## src/hdl/bpk_pkg.sv

```systemverilog
// Shared types and constants for the MSB-first bit packer.
`timescale 1ns / 1ps
package bpk_pkg;

	localparam int CODE_W        = 64;
	localparam int LEN_W         = 7;
	localparam int MAX_CODE_BITS = 64;
	localparam int BYTE_W        = 8;
	localparam int FILL_W        = 4;
	localparam int QDEPTH        = 2;
	localparam int QPTR_W        = 1;
	localparam int QCNT_W        = 2;

	localparam logic KIND_WRITE = 1'b0;
	localparam logic KIND_FLUSH = 1'b1;

	// Byte-full fill level, also the flag for "exactly filled and already sent"
	localparam logic [FILL_W-1:0] FILL_FULL = FILL_W'(BYTE_W);

	// Command held in the queue between front and back
	typedef struct packed {
		logic              kind;
		logic [CODE_W-1:0] code;          // left aligned, unused low bits zero
		logic [LEN_W-1:0]  len;           // clamped, never zero for a write
		logic              append_count;
	} cmd_t;

	// Back-end status seen at the top level
	typedef struct packed {
		logic              busy;
		logic [FILL_W-1:0] bits_filled;
	} status_t;

endpackage

```

## src/hdl/bpk_front.sv

```systemverilog
// Front end: accepts items, drops empty writes, aligns codes, queues commands.
`timescale 1ns / 1ps
module bpk_front (
	input  logic                        clk,
	input  logic                        arst_n,
	input  logic                        push,
	output logic                        full,
	input  logic                        kind,
	input  logic [bpk_pkg::CODE_W-1:0]  code_bits,
	input  logic [bpk_pkg::LEN_W-1:0]   code_length,
	input  logic                        append_count,
	output logic                        hd_valid,
	output bpk_pkg::cmd_t               hd,
	input  logic                        deq
);

	bpk_pkg::cmd_t                    fifo_q [bpk_pkg::QDEPTH];
	logic [bpk_pkg::QPTR_W-1:0]       wr_ptr_q;
	logic [bpk_pkg::QPTR_W-1:0]       rd_ptr_q;
	logic [bpk_pkg::QCNT_W-1:0]       cnt_q;
	logic [bpk_pkg::LEN_W-1:0]        len_c;
	logic [bpk_pkg::LEN_W-1:0]        shamt;
	logic                             accept;
	logic                             enq;
	bpk_pkg::cmd_t                    cmd;

	assign full     = (cnt_q == bpk_pkg::QCNT_W'(bpk_pkg::QDEPTH));
	assign hd_valid = (cnt_q != '0);
	assign hd       = fifo_q[rd_ptr_q];
	assign accept   = push && !full;

	// Clamp the length and left-align the code so the back takes bits from the top
	always_comb begin
		if (code_length > bpk_pkg::LEN_W'(bpk_pkg::MAX_CODE_BITS)) begin
			len_c = bpk_pkg::LEN_W'(bpk_pkg::MAX_CODE_BITS);
		end else begin
			len_c = code_length;
		end
		shamt            = bpk_pkg::LEN_W'(bpk_pkg::CODE_W) - len_c;
		cmd.kind         = kind;
		cmd.code         = code_bits << shamt;
		cmd.len          = len_c;
		cmd.append_count = append_count;
	end

	// Drop zero-length writes: they change nothing
	assign enq = accept && !(kind == bpk_pkg::KIND_WRITE && code_length == '0);

	// Queue storage
	always_ff @(posedge clk) begin
		if (enq) begin
			fifo_q[wr_ptr_q] <= cmd;
		end
	end

	// Queue pointers and fill count
	always_ff @(posedge clk or negedge arst_n) begin
		if (!arst_n) begin
			wr_ptr_q <= '0;
			rd_ptr_q <= '0;
			cnt_q    <= '0;
		end else begin
			if (enq) begin
				wr_ptr_q <= wr_ptr_q + 1'b1;
			end
			if (deq) begin
				rd_ptr_q <= rd_ptr_q + 1'b1;
			end
			if (enq && !deq) begin
				cnt_q <= cnt_q + 1'b1;
			end else if (!enq && deq) begin
				cnt_q <= cnt_q - 1'b1;
			end
		end
	end

endmodule

```

## src/hdl/bpk_back.sv

```systemverilog
// Back end: packs queued commands into bytes and holds the result register.
`timescale 1ns / 1ps
module bpk_back (
	input  logic                        clk,
	input  logic                        arst_n,
	input  logic                        hd_valid,
	input  bpk_pkg::cmd_t               hd,
	output logic                        deq,
	output logic                        empty,
	input  logic                        pop,
	output logic [bpk_pkg::BYTE_W-1:0]  out_byte,
	output logic                        last,
	output bpk_pkg::status_t            status
);

	typedef enum logic [2:0] {
		ST_IDLE  = 3'b001,
		ST_WRITE = 3'b010,
		ST_COUNT = 3'b100
	} state_t;

	state_t                           state_q, state_d;
	logic [bpk_pkg::BYTE_W-1:0]       pend_q, pend_d;
	logic [bpk_pkg::FILL_W-1:0]       bf_q, bf_d;
	logic [bpk_pkg::CODE_W-1:0]       code_q, code_d;
	logic [bpk_pkg::LEN_W-1:0]        rem_q, rem_d;
	logic [bpk_pkg::FILL_W-1:0]       cnt_q, cnt_d;
	logic                             out_valid_q;
	logic [bpk_pkg::BYTE_W-1:0]       out_byte_q;
	logic                             last_q;

	logic [bpk_pkg::CODE_W-1:0]       src_code;
	logic [bpk_pkg::LEN_W-1:0]        src_rem;
	logic [bpk_pkg::FILL_W-1:0]       bfe, space, take, sum;
	logic [bpk_pkg::BYTE_W-1:0]       merged;
	logic [bpk_pkg::LEN_W-1:0]        rem_n;
	logic [bpk_pkg::CODE_W-1:0]       code_n;
	logic                             w_emit, w_last;
	logic                             out_free;
	logic                             ld;
	logic [bpk_pkg::BYTE_W-1:0]       ld_byte;
	logic                             ld_last;

	assign out_free = !out_valid_q || pop;
	assign empty    = !out_valid_q;
	assign out_byte = out_byte_q;
	assign last     = last_q;
	assign status   = '{busy: (state_q != ST_IDLE), bits_filled: bf_q};

	// One write step: fill the pending byte from the top of the aligned code
	always_comb begin
		if (state_q == ST_WRITE) begin
			src_code = code_q;
			src_rem  = rem_q;
		end else begin
			src_code = hd.code;
			src_rem  = hd.len;
		end
		bfe   = (bf_q == bpk_pkg::FILL_FULL) ? '0 : bf_q;
		space = bpk_pkg::FILL_FULL - bfe;
		if (bpk_pkg::LEN_W'(space) > src_rem) begin
			take = src_rem[bpk_pkg::FILL_W-1:0];
		end else begin
			take = space;
		end
		sum    = bfe + take;
		w_emit = (sum == bpk_pkg::FILL_FULL);
		merged = pend_q | (src_code[bpk_pkg::CODE_W-1 -: bpk_pkg::BYTE_W] >> bfe);
		rem_n  = src_rem - bpk_pkg::LEN_W'(take);
		code_n = src_code << take;
		// No further byte can follow once fewer than eight bits remain
		w_last = (rem_n < bpk_pkg::LEN_W'(bpk_pkg::BYTE_W));
	end

	// Sequencer
	always_comb begin
		state_d = state_q;
		pend_d  = pend_q;
		bf_d    = bf_q;
		code_d  = code_q;
		rem_d   = rem_q;
		cnt_d   = cnt_q;
		deq     = 1'b0;
		ld      = 1'b0;
		ld_byte = merged;
		ld_last = w_last;
		case (state_q)
			ST_IDLE: begin
				if (hd_valid) begin
					if (hd.kind == bpk_pkg::KIND_WRITE) begin
						if (!w_emit || out_free) begin
							deq = 1'b1;
							ld  = w_emit;
							if (w_emit) begin
								pend_d = '0;
								bf_d   = bpk_pkg::FILL_FULL;
							end else begin
								pend_d = merged;
								bf_d   = sum;
							end
							if (rem_n != '0) begin
								code_d  = code_n;
								rem_d   = rem_n;
								state_d = ST_WRITE;
							end
						end
					end else if (bf_q == '0) begin
						deq = 1'b1;
					end else if (bf_q == bpk_pkg::FILL_FULL) begin
						// Byte already sent; only the count byte may follow
						if (!hd.append_count || out_free) begin
							deq     = 1'b1;
							ld      = hd.append_count;
							ld_byte = bpk_pkg::BYTE_W'(bpk_pkg::FILL_FULL);
							ld_last = 1'b1;
							pend_d  = '0;
							bf_d    = '0;
						end
					end else if (out_free) begin
						// Send the padded byte, then the count byte if asked
						deq     = 1'b1;
						ld      = 1'b1;
						ld_byte = pend_q;
						ld_last = !hd.append_count;
						cnt_d   = bf_q;
						pend_d  = '0;
						bf_d    = '0;
						if (hd.append_count) begin
							state_d = ST_COUNT;
						end
					end
				end
			end
			ST_WRITE: begin
				if (!w_emit || out_free) begin
					ld = w_emit;
					if (w_emit) begin
						pend_d = '0;
						bf_d   = bpk_pkg::FILL_FULL;
					end else begin
						pend_d = merged;
						bf_d   = sum;
					end
					code_d = code_n;
					rem_d  = rem_n;
					if (rem_n == '0) begin
						state_d = ST_IDLE;
					end
				end
			end
			ST_COUNT: begin
				if (out_free) begin
					ld      = 1'b1;
					ld_byte = bpk_pkg::BYTE_W'(cnt_q);
					ld_last = 1'b1;
					state_d = ST_IDLE;
				end
			end
			default: begin
				state_d = ST_IDLE;
			end
		endcase
	end

	// Control state
	always_ff @(posedge clk or negedge arst_n) begin
		if (!arst_n) begin
			state_q     <= ST_IDLE;
			pend_q      <= '0;
			bf_q        <= '0;
			out_valid_q <= 1'b0;
		end else begin
			state_q <= state_d;
			pend_q  <= pend_d;
			bf_q    <= bf_d;
			if (ld) begin
				out_valid_q <= 1'b1;
			end else if (pop) begin
				out_valid_q <= 1'b0;
			end
		end
	end

	// Work registers and result payload
	always_ff @(posedge clk) begin
		code_q <= code_d;
		rem_q  <= rem_d;
		cnt_q  <= cnt_d;
		if (ld) begin
			out_byte_q <= ld_byte;
			last_q     <= ld_last;
		end
	end

endmodule

```

## src/hdl/msb_first_bit_packer.sv

```systemverilog
// MSB-first bit packer: a 2-deep command queue feeds a one-byte-per-cycle packing sequencer.
// An accepted item is registered in the queue; the sequencer loads its bytes into the
//   result register. Steps: a write takes ceil((held bits + len) / 8) byte-fill steps, at
//   least 1, so 1 to 9; a flush takes one step, two if a count byte follows a padded byte.
// One command at a time is in work; a held result stalls any step that loads a byte.
// Reset (arst_n low) empties the queue and the result register and clears the pending byte.
`timescale 1ns / 1ps
module msb_first_bit_packer (
	input  logic                        clk,
	input  logic                        arst_n,
	input  logic                        push,
	output logic                        full,
	input  logic                        kind,
	input  logic [bpk_pkg::CODE_W-1:0]  code_bits,
	input  logic [bpk_pkg::LEN_W-1:0]   code_length,
	input  logic                        append_count,
	output logic                        empty,
	input  logic                        pop,
	output logic [bpk_pkg::BYTE_W-1:0]  out_byte,
	output logic                        last
);

	logic              hd_valid;
	bpk_pkg::cmd_t     hd;
	logic              deq;
	bpk_pkg::status_t  status;

	bpk_front u_front (
		.clk          (clk),
		.arst_n       (arst_n),
		.push         (push),
		.full         (full),
		.kind         (kind),
		.code_bits    (code_bits),
		.code_length  (code_length),
		.append_count (append_count),
		.hd_valid     (hd_valid),
		.hd           (hd),
		.deq          (deq)
	);

	bpk_back u_back (
		.clk      (clk),
		.arst_n   (arst_n),
		.hd_valid (hd_valid),
		.hd       (hd),
		.deq      (deq),
		.empty    (empty),
		.pop      (pop),
		.out_byte (out_byte),
		.last     (last),
		.status   (status)
	);

	// Consume a command only when one is queued
	a_deq_valid: assert property (@(posedge clk) disable iff (!arst_n) deq |-> hd_valid)
		else $error("command consumed from an empty queue");

	// Fill level never passes a full byte
	a_fill_range: assert property (@(posedge clk) disable iff (!arst_n)
		status.bits_filled <= bpk_pkg::FILL_FULL)
		else $error("pending fill level out of range");

	// A full queue always presents a command
	a_full_head: assert property (@(posedge clk) disable iff (!arst_n) full |-> hd_valid)
		else $error("queue full without a head command");

	// Sequencer busy means the queue head was taken, so no second take until idle
	a_busy_no_deq: assert property (@(posedge clk) disable iff (!arst_n)
		status.busy |-> !deq)
		else $error("command consumed while sequencer busy");

endmodule

```

## config.mk

```make
export PLATFORM = sky130hd
export DESIGN_NAME = msb_first_bit_packer
export DESIGN_NICKNAME = d
export VERILOG_FILES = /design/src/hdl/bpk_pkg.sv /design/src/hdl/bpk_front.sv /design/src/hdl/bpk_back.sv /design/src/hdl/msb_first_bit_packer.sv
export SDC_FILE = /design/constraint.sdc
export NUM_CORES = 1
export LEC_CHECK = 0
export BUFFER_PORTS_ARGS = -buffer_cell sky130_fd_sc_hd__buf_2
export CAP_MARGIN = 20
export CORE_ASPECT_RATIO = 0.75
export CORE_MARGIN = 4
export CORE_UTILIZATION = 63
export DETAILED_ROUTE_END_ITERATION = 8
export PLACE_DENSITY = 0.92
export REMOVE_ABC_BUFFERS = 1
export SLEW_MARGIN = 5
export SYNTH_ARGS = -nofsm -noshare
export SYNTH_HDL_FRONTEND = slang
export SYNTH_SLANG_ARGS = --single-unit
```

## constraint.sdc

```tcl
create_clock -name clk -period 15.9 [get_ports clk]
set_input_delay 0.795 -clock clk [delete_from_list [all_inputs] [get_ports clk]]
set_output_delay 0.795 -clock clk [all_outputs]
set_load 0.05 [all_outputs]
```

==> reports/qor.yml <==
outcome:
  status: "completed"
power:
  p_sw_frac: 0.4773
  pwr-share-comb: 0.594
  pwr-share-seq: 0.270
  leakagePower_nw: 7.806
  p_int_mw: 2.447
  p_switching_mw: 2.235
  ir_worst_vdd_v: 0.0001523
  power_density_nw_per_um2: 253.8
  p_clk_frac: 0.137
clocking:
  htree_num_levels: 1
  cts_buffers: 27
  cts_setup_buffers: 0
  clock_latency_ps: 560
  cts_resized: 0
  path_clk_slew_ps: 60
  ctsHoldBuffers: 0
  cts_buffer_depth: 3
  cts-root-buf: "clkbuf_16"
  cts_tree: "done"
  cts_sinks: 250
critical_path:
  cp_data_arrival_time_ps: 8430
  required_ps: 16070
  critPathKind: "reg2reg"
  path_max_fanout: 71
  cp_common_cell: "ha_1"
  ff2ff_setup_slack_ps: 7640
  cp_slowest_stage_delay_ps: 770
  start_kind: "flip-flop"
  r2r-end: "u_back.code_q[20]"
  endpoint_kind: "flip-flop"
  path_buf_inv: 7
  crit_slowest_cell: "mux2i_1"
  r2r.worst_path.cells: 25
  reg2reg_from: "u_back.bf_q[1]"
  path_delay_family: "compound AO/OA/AOI/OAI gates"
die:
  rows: 51
  io_pins: 88
  die_h_um: 149.9
  die_w_um: 197.2
  core_area_um2: 26160
  initial_core_util: 0.6464
  dieArea_um2: 29560
placement:
  place_area_um2: 17540
  dp_cells: 2015
  portBuffers: 87
  dp_hpwl_um: 33250
  place_congestion: 0.9797
yosys:
  ys_ff_latch: 250
  synth_warnings: 0
  avgSynthCellArea_um2: 10.01
  synthCells: 1689
  synth-async-reset-ratio: 0.08000
  yosysTopAreaCell: "edfxtp_1"
  synth_cell_types: 62
  netlist_area_um2: 16910
  synth_area_leaders: "edfxtp_1, mux2i_1, nor2_1, a21oi_1, dfrtp_1"
  yosysSeqAreaShare: 0.4381
  synth_ff_type: "edfxtp_1"
  synth_top_area_frac: 0.4084
  synth-edff-count: 230
cells_and_area:
  final_core_utilization: 0.7051
  multi_input_area_um2: 9005
  final_cell_mix: "mux2i_1, nor2_1, edfxtp_1"
  stdcell_area_um2: 18450
  final_common_cell: "mux2i_1"
  nNetsFinal: 1791
  nFillCells: 1929
  drive_gt1_frac: 0.1099
  diodes: 0
  fin_cells: 2064
  regArea_um2: 7412
  synthToLayoutAreaGrowth_pct: 9.078
detailed_routing:
  wl_met1_um: 20440
  drt-total-wl_um: 45590
  drt-initial-drc-count: 2068
  via_per_inst: 6.620
  drcViolationCount: 0
  final_antenna_net_count: 0
  met2_length_um: 19050
  first_pass_iters: 8
  vias: 13663
  top_layer: "met4"
  wl_met3_um: 5074
  wl_per_cell_um: 22.09
timing:
  fin_hold_ws_ps: 213.0
  final_max_slew_viol_count: 0
  final.min_clock_period_ps: 8257
  tightestPinTransition_ps: 1039
  rsz0062_at_grt: "no"
  clock.fmax_ghz: 0.1211
  slew_headroom: 0.2873
  period_share: 0.5193
  hold_viol: 0
  fin_skew_ps: 24.62
  setup_viol: 0
  tns_ps: 0
grt:
  overflow: 0
  grt_pass1_vias: 12677
  grt_util_all_layers: 0.3004
  grt_pass1_wl_um: 71200
  grt_max_degree: 88
  antenna_found_initial: 0
flow_run:
  maxCapViolCount: 0
worst_hold_path:
  worst_hold_path_type: "in2async"
==> per-layer routing <==
metal | vias up | track usage
met1 | 6439 | 0.4781
met2 | 873 | 0.4358
met4 | 0 | 0.05683
li1 | 6253 | -
met3 | 98 | 0.04974
met5 | - | 0
==> logic make-up (layout without fill, tap and decap cells) <==
kind of cell	count (synthesis)	in the layout	share of synthesized area
flip-flops	250	250	0.4381
AO/OA/AOI/OAI	326	326	0.1156
AND/OR/NAND/NOR	481	481	0.1225
adder cells (fa/ha/maj)	15	15	0.01139
XOR/XNOR	19	19	0.009840
buffers and inverters	151	182	0.03514
multiplexers	447	447	0.2675
==> per-stage QoR <==
stage / worst slack, ps / total power, mW
3_3_place_gp: 7972 / 3.848
5_1_grt: 7116 / 4.954
3_5_place_dp: 7897 / 3.937
2_1_floorplan: 1182 / 3.242
6_report: 7643 / 4.682
4_1_cts: 7850 / 4.588
==> power by group through the flow <==
stage / sequential [mW] / combinational [mW] / clock, mW
final: 1.26 / 2.78 / 0.639
after global placement: 1.25 / 2.60 / 0
after floorplan: 1.32 / 1.92 / 0
after CTS: 1.26 / 2.69 / 0.642
after global routing: 1.28 / 3.00 / 0.668
after detailed placement: 1.26 / 2.67 / 0
==> worst max path at each step <==
stage / start / depth (start not counted) / end / slack [ps]
after floorplan: u_back.state_q[2] / 20 / u_back.code_q[0] / 1180
after global placement: u_front.rd_ptr_q / 26 / u_back.code_q[6] / 7970
after detailed placement: u_front.rd_ptr_q / 26 / u_back.code_q[6] / 7900
after CTS: u_front.rd_ptr_q / 26 / u_back.code_q[23] / 7850
after global routing: u_front.rd_ptr_q / 26 / u_back.code_q[8] / 7120
final: u_back.bf_q[1] / 25 / u_back.code_q[20] / 7640
==> flip-flops by register name, summed over array words and instances, names as in the netlist <==
signal              cells
u_back.bf_q             4
u_back.state_q          3
u_back.pend_q           8
u_back.last             1
u_front.cnt_q           2
u_back.code_q          64
u_back.out_byte         8
u_front.wr_ptr_q        1
u_front.rd_ptr_q        1
u_back.out_valid_q      1
u_front.fifo_q        146
u_back.rem_q            7
u_back.cnt_q            4
==> area by class of cell <==
| type | count | share of cell area |
|---|---|---|
| Sequential cell | 250 | 0.4018 |
| Multi-Input combinational cell | 1288 | 0.4882 |
| Timing Repair Buffer | 110 | 0.03296 |
| Tap cell | 344 | 0.02333 |
| Inverter | 23 | 0.004680 |
| Clock buffer | 34 | 0.03914 |
| Clock inverter | 15 | 0.009903 |
==> synth_stat cells (2+ instances only) <==
cell type and n:
or2_2 3, and3_1 19, ha_1 13, inv_2 4
or3b_2 2, a21o_1 6, nand4_1 2, buf_2 22
nand2b_1 10, o31ai_1 2, nor4_1 2, clkbuf_1 80
a22o_1 4, or4_1 3, edfxtp_1 230, a211oi_1 49
o21ai_0 39, o211a_1 2, a22oi_1 2, and2_1 6
xor2_1 7, a32o_1 3, xnor2_1 12, nor3b_1 4
nand3b_1 3, buf_1 26, nor2_1 313, mux4_2 2
inv_1 18, o22ai_1 23, nand3_1 5, mux2_2 9
a221oi_1 11, nor2b_1 11, or3_1 6, nand2_1 69
a21oi_1 163, o211ai_1 6, o21a_1 2, nor3_1 17
a31oi_1 6, dfrtp_1 19, mux2i_1 435
No activity file was read; power rests on OpenSTA's default activity.
